--- src/hw/rtl/dacr_pkg.sv ---
// Shared types and fixed constants for the DAC ramp generator.
// No dependencies; imported by every module of the block.
package dacr_pkg;

    localparam int IN_W        = 16;   // request width
    localparam int STEPS_W     = 6;    // ramp length register width
    localparam int ZERO_W      = 12;   // zero code register width
    localparam int CFG_IDX_W   = 2;
    localparam int CFG_DATA_W  = 12;
    localparam int SMALL_CHANGE = 20;

    // register indexes
    localparam logic [CFG_IDX_W-1:0] REG_RAMP_MODE  = 2'd0;
    localparam logic [CFG_IDX_W-1:0] REG_RAMP_STEPS = 2'd1;
    localparam logic [CFG_IDX_W-1:0] REG_ZERO_CODE  = 2'd2;

    typedef struct packed {
        logic start;
    } t_div_ctrl;

    typedef struct packed {
        logic busy;
        logic done;
    } t_div_stat;

    typedef struct packed {
        logic load;
        logic advance;
    } t_ramp_ctrl;

endpackage

--- src/hw/rtl/dacr_div.sv ---
// Restoring divider, one quotient bit per cycle: ramp distance by ramp length.
// Depends on dacr_pkg.
module dacr_div #(
    parameter int DAC_BITS = 12
) (
    input  logic                           i_clk,
    input  logic                           i_rst_n,
    input  dacr_pkg::t_div_ctrl            i_ctrl,
    input  logic [DAC_BITS-1:0]            i_dividend,
    input  logic [dacr_pkg::STEPS_W-1:0]   i_divisor,
    output dacr_pkg::t_div_stat            o_stat,
    output logic [DAC_BITS-1:0]            o_quo,
    output logic [dacr_pkg::STEPS_W-1:0]   o_rem
);
    import dacr_pkg::*;

    localparam int CNT_W = $clog2(DAC_BITS + 1);

    logic [DAC_BITS-1:0] r_quo;
    logic [STEPS_W-1:0]  r_rem;
    logic [STEPS_W-1:0]  r_dvs;
    logic [CNT_W-1:0]    r_cnt;
    logic                r_busy;
    logic                r_done;

    logic [STEPS_W:0]    shifted;
    logic [STEPS_W:0]    diff;
    logic                fits;

    assign shifted = {r_rem, r_quo[DAC_BITS-1]};
    assign fits    = shifted >= {1'b0, r_dvs};
    assign diff    = shifted - {1'b0, r_dvs};

    always_ff @(posedge i_clk) begin
        if (!i_rst_n) begin
            r_busy <= 1'b0;
            r_done <= 1'b0;
            r_cnt  <= '0;
        end else begin
            r_done <= 1'b0;
            if (i_ctrl.start) begin
                r_busy <= 1'b1;
                r_cnt  <= CNT_W'(DAC_BITS);
            end else if (r_busy) begin
                r_cnt <= r_cnt - 1'b1;
                if (r_cnt == CNT_W'(1)) begin
                    r_busy <= 1'b0;
                    r_done <= 1'b1;
                end
            end
        end
    end

    always_ff @(posedge i_clk) begin
        if (i_ctrl.start) begin
            r_quo <= i_dividend;
            r_rem <= '0;
            r_dvs <= i_divisor;
        end else if (r_busy) begin
            r_quo <= {r_quo[DAC_BITS-2:0], fits};
            r_rem <= fits ? diff[STEPS_W-1:0] : shifted[STEPS_W-1:0];
        end
    end

    assign o_stat.busy = r_busy;
    assign o_stat.done = r_done;
    assign o_quo       = r_quo;
    assign o_rem       = r_rem;

endmodule

--- src/hw/rtl/dacr_ramp.sv ---
// Error-accumulator interpolator: one ramp sample per advance, saturated output.
// Depends on dacr_pkg.
module dacr_ramp #(
    parameter int DAC_BITS = 12
) (
    input  logic                  i_clk,
    input  dacr_pkg::t_ramp_ctrl  i_ctrl,
    input  logic [DAC_BITS-1:0]   i_origin,
    input  logic                  i_dir_neg,
    input  logic [DAC_BITS-1:0]   i_carry_mag,
    input  logic [DAC_BITS-1:0]   i_fixed_mag,
    input  logic [DAC_BITS-1:0]   i_den,
    input  logic [DAC_BITS-1:0]   i_num,
    input  logic [DAC_BITS-1:0]   i_add,
    output logic [DAC_BITS-1:0]   o_sample
);
    import dacr_pkg::*;

    localparam int NW = DAC_BITS + 1;
    localparam int YW = DAC_BITS + 3;
    localparam logic [DAC_BITS-1:0] DAC_MAX = {DAC_BITS{1'b1}};

    logic signed [YW-1:0] r_y;
    logic [NW-1:0]        r_num;
    logic [NW-1:0]        r_den;
    logic [NW-1:0]        r_add;
    logic [NW-1:0]        r_carry;
    logic [NW-1:0]        r_fixed;
    logic                 r_neg;

    logic [NW-1:0]        sum;
    logic                 wrap;
    logic [NW-1:0]        delta;
    logic signed [YW-1:0] delta_s;

    assign sum     = r_num + r_add;
    assign wrap    = sum >= r_den;
    assign delta   = (wrap ? r_carry : '0) + r_fixed;
    assign delta_s = signed'(YW'(delta));

    always_ff @(posedge i_clk) begin
        if (i_ctrl.load) begin
            r_y     <= signed'(YW'(i_origin));
            r_num   <= NW'(i_num);
            r_den   <= NW'(i_den);
            r_add   <= NW'(i_add);
            r_carry <= NW'(i_carry_mag);
            r_fixed <= NW'(i_fixed_mag);
            r_neg   <= i_dir_neg;
        end else if (i_ctrl.advance) begin
            r_num <= wrap ? sum - r_den : sum;
            r_y   <= r_neg ? r_y - delta_s : r_y + delta_s;
        end
    end

    // clip to the DAC range; the running value itself is kept unclipped
    always_comb begin
        if (r_y[YW-1]) begin
            o_sample = '0;
        end else if (r_y > signed'(YW'(DAC_MAX))) begin
            o_sample = DAC_MAX;
        end else begin
            o_sample = r_y[DAC_BITS-1:0];
        end
    end

endmodule

--- src/hw/rtl/dac_ramp_generator.sv ---
// DAC ramp generator. Each request takes one input beat; a repeat of the last
// target gives no beat, a direct write or a change under 20 codes gives one beat,
// and a ramp gives ramp_steps (0 counts as 1) interpolated beats plus the target
// (last = 1). A ramp passes through the accept, the bit-serial divider and its done
// flag, the setup state and then one output beat per cycle while the output is not
// stalled (n + 1 beats); input stays stalled meanwhile.
module dac_ramp_generator #(
    parameter int MAX_RAMP_STEPS = 63,
    parameter int DAC_BITS       = 12
) (
    input  logic                              i_clk,
    input  logic                              i_rst_n,
    input  logic                              i_valid,
    output logic                              o_stall,
    input  logic [dacr_pkg::IN_W-1:0]         i_target_code,
    output logic                              o_valid,
    input  logic                              i_stall,
    output logic [DAC_BITS-1:0]               o_dac_code,
    output logic                              o_last,
    input  logic                              i_cfg_valid,
    output logic                              o_cfg_ready,
    input  logic [dacr_pkg::CFG_IDX_W-1:0]    i_cfg_index,
    input  logic [dacr_pkg::CFG_DATA_W-1:0]   i_cfg_data
);
    import dacr_pkg::*;

    localparam logic [1:0] ST_IDLE  = 2'd0;
    localparam logic [1:0] ST_DIV   = 2'd1;
    localparam logic [1:0] ST_SETUP = 2'd2;
    localparam logic [1:0] ST_RAMP  = 2'd3;

    localparam logic [DAC_BITS-1:0] DAC_MAX = {DAC_BITS{1'b1}};

    logic [1:0]          r_state, n_state;
    logic                r_mode;
    logic [STEPS_W-1:0]  r_steps;
    logic [ZERO_W-1:0]   r_zero;
    logic [DAC_BITS-1:0] r_last_tgt;
    logic [DAC_BITS-1:0] r_origin;
    logic [DAC_BITS-1:0] r_target;
    logic [DAC_BITS-1:0] r_start;
    logic [DAC_BITS-1:0] r_dist;
    logic                r_dir_neg;
    logic [STEPS_W-1:0]  r_n;
    logic [STEPS_W-1:0]  r_cnt;
    logic                r_final;
    logic                r_out_valid;
    logic [DAC_BITS-1:0] r_out_code;
    logic                r_out_last;

    logic                out_free;
    logic                in_acc;
    logic [IN_W-1:0]     last_ext;
    logic [IN_W-1:0]     zero_ext;
    logic                repeat_req;
    logic [DAC_BITS-1:0] clamped;
    logic [DAC_BITS-1:0] req;
    logic [DAC_BITS:0]   diff;
    logic [DAC_BITS-1:0] mag;
    logic                single;
    logic [STEPS_W-1:0]  n_eff;

    t_div_ctrl           div_ctrl;
    t_div_stat           div_stat;
    logic [DAC_BITS-1:0] quo;
    logic [STEPS_W-1:0]  rem;

    t_ramp_ctrl          ramp_ctrl;
    logic                short_ramp;
    logic [DAC_BITS-1:0] carry_mag;
    logic [DAC_BITS-1:0] fixed_mag;
    logic [DAC_BITS-1:0] den;
    logic [DAC_BITS-1:0] add;
    logic [DAC_BITS-1:0] sample;

    assign out_free    = !r_out_valid || !i_stall;
    assign o_stall     = (r_state != ST_IDLE) || !out_free;
    assign in_acc      = i_valid && !o_stall;
    assign o_cfg_ready = 1'b1;

    // request decode
    assign last_ext   = IN_W'(r_last_tgt);
    assign zero_ext   = IN_W'(r_zero);
    assign repeat_req = i_target_code == last_ext;
    assign clamped    = (i_target_code > IN_W'(DAC_MAX)) ? DAC_MAX
                                                         : DAC_BITS'(i_target_code);
    assign req        = (r_mode && i_target_code == '0) ? DAC_BITS'(zero_ext) : clamped;
    assign diff       = {1'b0, req} - {1'b0, r_origin};
    assign mag        = diff[DAC_BITS] ? DAC_BITS'(-diff) : diff[DAC_BITS-1:0];
    assign single     = !r_mode || (mag < DAC_BITS'(SMALL_CHANGE));

    always_comb begin
        n_eff = (r_steps == '0) ? STEPS_W'(1) : r_steps;
        if (n_eff > STEPS_W'(MAX_RAMP_STEPS)) begin
            n_eff = STEPS_W'(MAX_RAMP_STEPS);
        end
    end

    assign div_ctrl.start = in_acc && !repeat_req && !single;

    dacr_div #(.DAC_BITS(DAC_BITS)) u_div (
        .i_clk      (i_clk),
        .i_rst_n    (i_rst_n),
        .i_ctrl     (div_ctrl),
        .i_dividend (mag),
        .i_divisor  (n_eff),
        .o_stat     (div_stat),
        .o_quo      (quo),
        .o_rem      (rem)
    );

    // ramp setup from quotient and remainder
    assign short_ramp = DAC_BITS'(r_n) >= r_dist;
    always_comb begin
        if (short_ramp) begin
            carry_mag = DAC_BITS'(1);
            fixed_mag = '0;
            den       = DAC_BITS'(r_n);
            add       = r_dist;
        end else begin
            carry_mag = quo;
            fixed_mag = quo;
            den       = (quo > DAC_BITS'(1)) ? r_dist : DAC_BITS'(r_n);
            add       = DAC_BITS'(rem);
        end
    end

    assign ramp_ctrl.load    = r_state == ST_SETUP;
    assign ramp_ctrl.advance = (r_state == ST_RAMP) && !r_final && out_free;

    dacr_ramp #(.DAC_BITS(DAC_BITS)) u_ramp (
        .i_clk       (i_clk),
        .i_ctrl      (ramp_ctrl),
        .i_origin    (r_start),
        .i_dir_neg   (r_dir_neg),
        .i_carry_mag (carry_mag),
        .i_fixed_mag (fixed_mag),
        .i_den       (den),
        .i_num       (den >> 1),
        .i_add       (add),
        .o_sample    (sample)
    );

    always_comb begin
        n_state = r_state;
        case (r_state)
            ST_IDLE:  if (div_ctrl.start) n_state = ST_DIV;
            ST_DIV:   if (div_stat.done) n_state = ST_SETUP;
            ST_SETUP: n_state = ST_RAMP;
            ST_RAMP:  if (r_final && out_free) n_state = ST_IDLE;
            default:  n_state = ST_IDLE;
        endcase
    end

    always_ff @(posedge i_clk) begin
        if (!i_rst_n) begin
            r_state     <= ST_IDLE;
            r_mode      <= 1'b0;
            r_steps     <= STEPS_W'(10);
            r_zero      <= '0;
            r_last_tgt  <= '0;
            r_origin    <= '0;
            r_out_valid <= 1'b0;
            r_cnt       <= '0;
            r_final     <= 1'b0;
        end else begin
            r_state <= n_state;
            if (i_cfg_valid && o_cfg_ready) begin
                case (i_cfg_index)
                    REG_RAMP_MODE:  r_mode  <= i_cfg_data[0];
                    REG_RAMP_STEPS: r_steps <= i_cfg_data[STEPS_W-1:0];
                    REG_ZERO_CODE:  r_zero  <= i_cfg_data[ZERO_W-1:0];
                    default:        ;
                endcase
            end
            if (r_out_valid && !i_stall) begin
                r_out_valid <= 1'b0;
            end
            if (in_acc && !repeat_req) begin
                r_last_tgt <= req;
                r_origin   <= req;
                if (single) begin
                    r_out_valid <= 1'b1;
                end
            end
            if (r_state == ST_SETUP) begin
                r_cnt   <= '0;
                r_final <= 1'b0;
            end
            if (r_state == ST_RAMP && out_free) begin
                r_out_valid <= 1'b1;
                if (!r_final) begin
                    r_cnt <= r_cnt + 1'b1;
                    if (r_cnt == r_n - 1'b1) begin
                        r_final <= 1'b1;
                    end
                end
            end
        end
    end

    // payload registers
    always_ff @(posedge i_clk) begin
        if (in_acc && !repeat_req) begin
            r_target  <= req;
            r_start   <= r_origin;
            r_dist    <= mag;
            r_dir_neg <= diff[DAC_BITS];
            r_n       <= n_eff;
            if (single) begin
                r_out_code <= req;
                r_out_last <= 1'b1;
            end
        end
        if (r_state == ST_RAMP && out_free) begin
            r_out_code <= r_final ? r_target : sample;
            r_out_last <= r_final;
        end
    end

    assign o_valid    = r_out_valid;
    assign o_dac_code = r_out_code;
    assign o_last     = r_out_last;

`ifndef ASSERT_OFF
    // a beat that is not the last one only comes from a ramp in progress
    a_mid_beat_in_ramp: assert property (@(posedge i_clk) disable iff (!i_rst_n)
        (o_valid && !o_last) |-> (r_state == ST_RAMP))
        else $error("non-final beat outside a ramp");

    // the divider finishes only while the sequencer waits for it
    a_div_done_state: assert property (@(posedge i_clk) disable iff (!i_rst_n)
        div_stat.done |-> (r_state == ST_DIV))
        else $error("divider done outside divide state");

    // the sample count never runs past the ramp length
    a_cnt_bound: assert property (@(posedge i_clk) disable iff (!i_rst_n)
        (r_state == ST_RAMP) |-> (r_cnt <= r_n))
        else $error("ramp sample count overran");
`endif

endmodule
--- config.mk ---
export PLATFORM = sky130hd
export DESIGN_NAME = dac_ramp_generator
export DESIGN_NICKNAME = d
export VERILOG_FILES = /design/src/hw/rtl/dacr_pkg.sv /design/src/hw/rtl/dacr_div.sv /design/src/hw/rtl/dacr_ramp.sv /design/src/hw/rtl/dac_ramp_generator.sv
export SDC_FILE = /design/constraint.sdc
export NUM_CORES = 1
export LEC_CHECK = 0
export BUFFER_PORTS_ARGS = -buffer_cell sky130_fd_sc_hd__buf_2
export CORE_MARGIN = 5
export CORE_UTILIZATION = 39
export DETAILED_ROUTE_END_ITERATION = 6
export GPL_TIMING_DRIVEN = 0
export PLACE_DENSITY = 0.56
export SLEW_MARGIN = 20
export SYNTH_ARGS = -nofsm -noshare
export SYNTH_HDL_FRONTEND = slang
export SYNTH_SLANG_ARGS = --single-unit
--- constraint.sdc ---
create_clock -name i_clk -period 10.3 [get_ports i_clk]
set_clock_uncertainty 0.2 [all_clocks]
set_input_delay 0.515 -clock i_clk [delete_from_list [all_inputs] [get_ports i_clk]]
set_output_delay 0.515 -clock i_clk [all_outputs]
set_load 0.01 [all_outputs]
==> flow_summary.ini, run 1 <==
[outcome]
run_status = finished clean

[logic_synthesis]
ys_seq_elements = 193
synth_edf_count = 135
ys_types = 79
synth-async-reset-ratio = 0
syn-cell-area_sq_um = 12100
synthFlopType = edfxtp_1
postSynthAreaPerCell_sq_um = 9.74
yosysSeqAreaShare = 0.431
yosysWarnings = 0
synth_cells = 1244

[placed_design]
place_ws_ns = 0.753
hpwl_um = 24200
portBuffers = 48
placed_area_sq_um = 12900
gp_routability_congestion = 0.860
dpl.cell_count = 1695

[die]
initial_utilization = 0.396
die_h_um = 186
core_sq_um = 30600
die_w_um = 186
die_area_sq_um = 34700
io_pins = 51
rows = 64

[global_route]
grt_pass1_wl_um = 48800
grt_overflow_total = 0
grt_max_degree = 33
antenna_found_initial = 0
grt_pass1_vias = 8695
grt_use_total = 0.182

[worst_setup_path]
critical-path-slowest-cell = clkbuf_1
cp.depth = 37
cp_slowest_stage_delay_ns = 0.43
required_ns = 10.43
cp_max_fo = 10
crit_family = compound AO/OA/AOI/OAI gates
critPathBufInv = 4
r2r_slack_ns = 0.90
critical_path_class = reg -> reg
cp.arrival_ns = 9.52
timing.rr.end = u_ramp.r_y[14]
cp-start-kind = flop
cp-end-kind = flop
crit_path_frequent_cell = ha_1
reg2reg_depth = 37
reg2reg_from = u_ramp.r_add[1]

[cells_and_area]
largestRegisters = u_ramp.r_y x15, u_ramp.r_num x13
final_area_sq_um = 13500
largest_register_ff_count = 15
nets = 1432
instances_no_fill = 1727
area_delta_synth_final_pct = 11.5
largest_register = u_ramp.r_y
layout-drive-gt1-share = 0.107
n_antenna_cell = 0

[hold_path]
hold_depth = 3
hold_path_end = r_zero[10]
hold_class = in -> reg
hold_start = i_cfg_data[10]

[clock_network]
ctsHoldBuffers = 0
cts_sinks = 193
htree_levels = 4
clkLatencyLatePin_ns = 0.45
cts_tree = built
cts.clk_slew.worst_paths_ns = 0.08
cts_root_buf = clkbuf_16
cts_buffer_depth = 2
cts_made_buffers = 17

[sta]
finalMaxSlewViolations = 0
final.setup.worst_slack_ns = 0.901
setup_viol = 0
fin_crit_ns = 9.40
fmax_mhz = 106
hold_viol_final = 0
worst_pin_slew_ns = 1.09
relSlewSlack = 0.269
fin_crit_sh = 0.912
rsz0062_at_grt = false
setup_tns_ns = 0

[pwr]
vdd_drop_max_mv = 0.116
power.leakage_nw = 5.37
powerDensity_nw_per_um2 = 217

[drt]
dr.pass1.iters = 5
vias = 9258
wire_per_inst_um = 18.2
via_per_inst = 5.36
drc_errors = 0
drt_iter0_drc = 734
drt-total-wl_um = 31400
ant_nets = 0

[run]
max_cap_violations = 0
[Yosys cell counts (all sizes together), types with 4 or more instances]
master / n / area, sq um
xnor2: 47 / 419
or4: 5 / 41.3
o21ai: 58 / 290
mux2i: 30 / 300
nand2: 82 / 308
ha: 74 / 926
nand2b: 12 / 75.1
o211a: 8 / 80.1
o31ai: 6 / 45.0
nor2b: 59 / 369
edfxtp: 135 / 4050
a21o: 24 / 180
buf: 9 / 55.0
a41oi: 4 / 35.0
o21bai: 5 / 37.5
nor2: 107 / 402
a21boi: 8 / 63.8
nor4: 10 / 77.6
or3: 7 / 43.8
inv: 80 / 300
a21oi: 90 / 450
mux2: 26 / 315
o21a: 14 / 105
xor2: 36 / 323
a31oi: 14 / 87.6
a211oi: 13 / 97.6
dfxtp: 58 / 1160
fa: 5 / 100
and3: 12 / 75.1
and2: 13 / 81.3
o211ai: 13 / 103
or2: 14 / 87.6
nand3: 23 / 128
nand4: 11 / 68.8
o2111ai: 5 / 43.8
clkbuf: 43 / 161
nor3: 33 / 170
nor3b: 4 / 30.0
[worst register-to-register path: cells and delay by family (launching register included)]
kind	cells	cell delay (ns)
AOI/OAI and AO/OA	16	3.88
xor gates and xnor gates	2	0.35
DFF	1	0.41
muxes	1	0.27
adders and majority gates	4	1.26
and+or+nand+nor	10	1.91
buffers and inverters	4	0.99
[cells by family (layout without fill, tap and decap cells)]
logic type,count (synthesis),after routing,share of synthesized area
and+or+nand+nor,403,403,0.169
AOI/OAI and AO/OA,296,296,0.160
DFF,193,193,0.431
buffers and inverters,132,214,0.0427
xor gates and xnor gates,83,83,0.0613
adders and majority gates,79,79,0.0847
muxes,56,56,0.0508
other,2,7,0.000620
[layer usage]
metal / vias to the layer above / track usage / part of all wire
li1: 4633 / - / -
met1: 4428 / 0.275 / 0.51
met2: 178 / 0.282 / 0.45
met3: 19 / 0.0216 / 0.031
met4: 0 / 0.0391 / 0.0099
met5: - / 0 / 0
[how the worst max path moves through the flow]
stage / start / endpoint / slack [ns]
2_1_floorplan: u_ramp.r_add[1] / u_ramp.r_y[14] / 2.40
3_3_place_gp: u_ramp.r_add[0] / u_ramp.r_y[14] / 0.78
3_5_place_dp: u_ramp.r_add[0] / u_ramp.r_y[14] / 0.75
4_1_cts: u_ramp.r_add[0] / u_ramp.r_y[14] / 0.67
5_1_grt: u_ramp.r_add[1] / u_ramp.r_y[14] / 0.04
6_report: u_ramp.r_add[1] / u_ramp.r_y[14] / 0.90
[layout make-up]
type	count	area, sq um
Buffer	52	220
Clock buffer	19	433
Clock inverter	13	146
Fill cell	2955	17100
Inverter	80	300
Multi-Input combinational cell	924	6410
Sequential cell	193	5220
Tap cell	396	495
Timing Repair Buffer	50	288
[through the flow]
stage / total power (W) / util / hold WS (ns)
finish: 0.00294 / 0.441 / 0.124
global route: 0.00314 / 0.441 / 0.118
CTS: 0.00294 / 0.441 / 0.112
detailed placement: 0.00226 / 0.422 / 0.243
global placement: 0.00225 / 0.421 / 0.208
floorplan: 0.00196 / - / 0.200
[what timing repair did]
item	in CTS	in global routing
endpoints found under the setup margin	0	1
gates resized for setup	0	4
buffers inserted	0	0
[cells in the final DEF (no fill, tap or decap), types with 5 or more instances in the layout]
cell type,netlist,routed
edfxtp_1,135,135
nor2_1,107,107
a21oi_1,90,90
nand2_1,82,82
inv_1,80,80
ha_1,74,73
nor2b_1,59,59
dfxtp_1,58,58
o21ai_0,57,57
buf_2,2,51
xnor2_1,46,46
clkbuf_1,43,44
xor2_1,35,35
nor3_1,32,32
mux2i_1,30,30
a21o_1,24,24
nand3_1,22,22
mux2_2,20,20
clkbuf_16,0,17
o21a_1,14,14
a31oi_1,14,14
and2_1,13,13
a211oi_1,13,13
or2_2,12,12
and3_1,12,12
nand2b_1,12,12
o211ai_1,12,12
nand4_1,11,11
nor4_1,9,9
o211a_1,8,8
or3_1,7,7
a21boi_0,7,7
conb_1,2,7
mux2_4,6,6
o31ai_1,6,5
o2111ai_1,5,5
o21bai_1,5,5
fa_1,5,5
[power breakdown]
group          internal [W]  switching, W
combinational      0.000499      0.000711
sequential         0.000980     0.0000715
clock              0.000344      0.000329
total               0.00182       0.00111
Power figures use the tool's default switching activity.
==> run 2, diff against run 1 <==
ABC_AREA = 1   (was not set)
==> flow_summary.ini, run 2 <==
[global_route]
antenna_found_initial = 0
grt_pass1_vias = 9232
grt_pass1_wl_um = 48600
grt_max_degree = 53
grt_overflow_total = 0
grt_use_total = 0.182

[logic_synthesis]
yosysWarnings = 0
synth_mux_area_frac = 0
synth_top_family_by_area = simple AND/OR/NAND/NOR gates
synthTopCellsByCount = nand2_1 (279), inv_1 (235), edfxtp_1 (135)
yosys.area_share.adder = 0.0863
postSynthAreaPerCell_sq_um = 8.16
synth_compound_area_frac = 0.143
synth.largest_area_cell = edfxtp_1
synth_edf_count = 135
synth_cells = 1458
synth_simple_gate_area_frac = 0.191
synth_top_cell_area_share = 0.341
ys_seq_elements = 193
synthXorXnorAreaFrac = 0.0485
yosysSeqAreaShare = 0.439
synth_most_common_cell = nand2_1
syn-cell-area_sq_um = 11900
ys_types = 59
synthFlopType = edfxtp_1
synth-async-reset-ratio = 0
synthTopCellsByArea = edfxtp_1 (34%), dfxtp_1 (9.8%), nand2_1 (8.8%)

[cells_and_area]
layout_commonest_cell = nand2_1
layout.cells.most_common_list = nand2_1 (278), inv_1 (235), edfxtp_1 (135), nor2_1 (134), o21ai_0 (124)
layout-drive-gt1-share = 0.0816
multi_input_area_sq_um = 5610
largest_register_ff_count = 15
largestRegisters = u_ramp.r_y x15, u_ramp.r_num x13
final-seq-area_sq_um = 5220
largest_register = u_ramp.r_y
nFillCells = 3033
area_delta_synth_final_pct = 11.7
n_antenna_cell = 0
nets = 1646

[clock_network]
ctsHoldBuffers = 0
post-cts-setup-buffers = 0
cts_root_buf = clkbuf_16
cts_sinks = 193
clkLatencyLatePin_ns = 0.44
cts.clk_slew.worst_paths_ns = 0.08
cts_tree = built
cts_buffer_depth = 2
cts_resized = 0
htree_levels = 4
cts_made_buffers = 17

[worst_setup_path]
critical-path-slowest-cell = buf_1
cp_max_fo = 10
cp-start-kind = flop
cp-end-kind = flop
r2r_slack_ns = 2.30
timing.rr.end = u_ramp.r_y[13]
reg2reg_from = u_ramp.r_add[2]
cp_slowest_stage_delay_ns = 0.48
cp.arrival_ns = 8.15
critical_path_class = reg -> reg
crit_family = simple AND/OR/NAND/NOR gates
critPathBufInv = 11
required_ns = 10.45
reg2reg_depth = 53
crit_path_frequent_cell = nand2_1

[drt]
ant_nets = 0
routed-wl-met2_um = 13800
routed.top_layer = met4
wire_per_inst_um = 15.7
drt-total-wl_um = 30400
drt_iter0_drc = 653
dr.pass1.iters = 5
vias = 9735
wl_met1_um = 15200
via_per_inst = 5.02
wl_met3_um = 1200
drc_errors = 0

[outcome]
run_status = finished clean

[hold_path]
hold_depth = 3
hold_start = i_cfg_data[8]
hold_path_end = r_zero[8]
hold_class = in -> reg

[placed_design]
hpwl_um = 23900
gp_routability_congestion = 0.877
portBuffers = 48

[sta]
worst_pin_slew_ns = 0.901
relSlewSlack = 0.400
fin_crit_ns = 8.00
finalMaxSlewViolations = 0
fmax_mhz = 125
setup_viol = 0
fin_crit_sh = 0.777
hold_viol_final = 0
setup_tns_ns = 0
rsz0062_at_grt = false

[die]
die_h_um = 185
die_w_um = 185
io_pins = 51
rows = 64
initial_utilization = 0.392
die_area_sq_um = 34100
core_sq_um = 30300

[run]
max_cap_violations = 0
-- run 2: cell types whose count changed in the layout (fill, tap and decap cells not counted), sizes merged, moves of 17 or more --
cell,delta
a21o,-20
inv,+158
mux2,-26
mux2i,-30
nand2,+202
nand3,+45
nor2,+32
nor2b,-59
nor3,-17
o21ai,+87
xnor2,-25
-- run 2: logic make-up (layout without fill, tap and decap cells) --
logic type / Yosys count / in the layout
XOR/XNOR: 65 / 65
AND/OR/NAND/NOR: 539 / 539
AO/OA/AOI/OAI: 297 / 297
other: 2 / 7
adder cells (fa/ha/maj): 79 / 79
flip-flops: 193 / 193
buffers and inverters: 283 / 365
-- run 2: final cells by class --
type / instances / share of cell area
clock inverters: 13 / 0.0108
multi-input cells: 987 / 0.422
well taps: 396 / 0.0373
repair buffers: 50 / 0.0217
plain buffers: 43 / 0.0145
inverters: 240 / 0.0680
clock buffers: 19 / 0.0326
flip-flops and latches: 193 / 0.393
-- run 2: worst min-delay path: cells and delay by family --
family | cells | cell delay [ns]
simple gates | 2 | 0.11
buf+inv | 1 | 0.07
-- run 2: worst max path at each step --
stage | from | end | cells after the start
detailed placement | u_ramp.r_add[2] | u_ramp.r_y[14] | 47
floorplan | u_ramp.r_add[2] | u_ramp.r_y[13] | 53
global placement | u_ramp.r_add[2] | u_ramp.r_y[13] | 53
finish | u_ramp.r_add[2] | u_ramp.r_y[13] | 53
CTS | u_ramp.r_add[2] | u_ramp.r_y[13] | 53
global route | u_ramp.r_add[2] | u_ramp.r_y[12] | 48
-- run 2: per-stage QoR --
step	util	worst slack, ns	cell area, sq um	std cells	hold WS (ns)
floorplan	-	3.77	11900	1463	0.200
global placement	0.417	2.36	12600	1907	0.202
detailed placement	0.418	2.30	12700	1909	0.215
CTS	0.438	2.25	13300	1941	0.0727
global route	0.438	1.24	13300	1941	0.0797
finish	0.438	2.30	13300	1941	0.0854
-- run 2: per-layer routing --
metal	global-route usage	vias to the layer above
met5	0	-
met2	0.289	177
met1	0.266	4536
met4	0.0382	0
met3	0.0237	24
li1	-	4998
Power of run 2 is left out: the tool's default activity adds up to more than one toggle a clock period on the data nets, which glitch-free logic cannot reach.
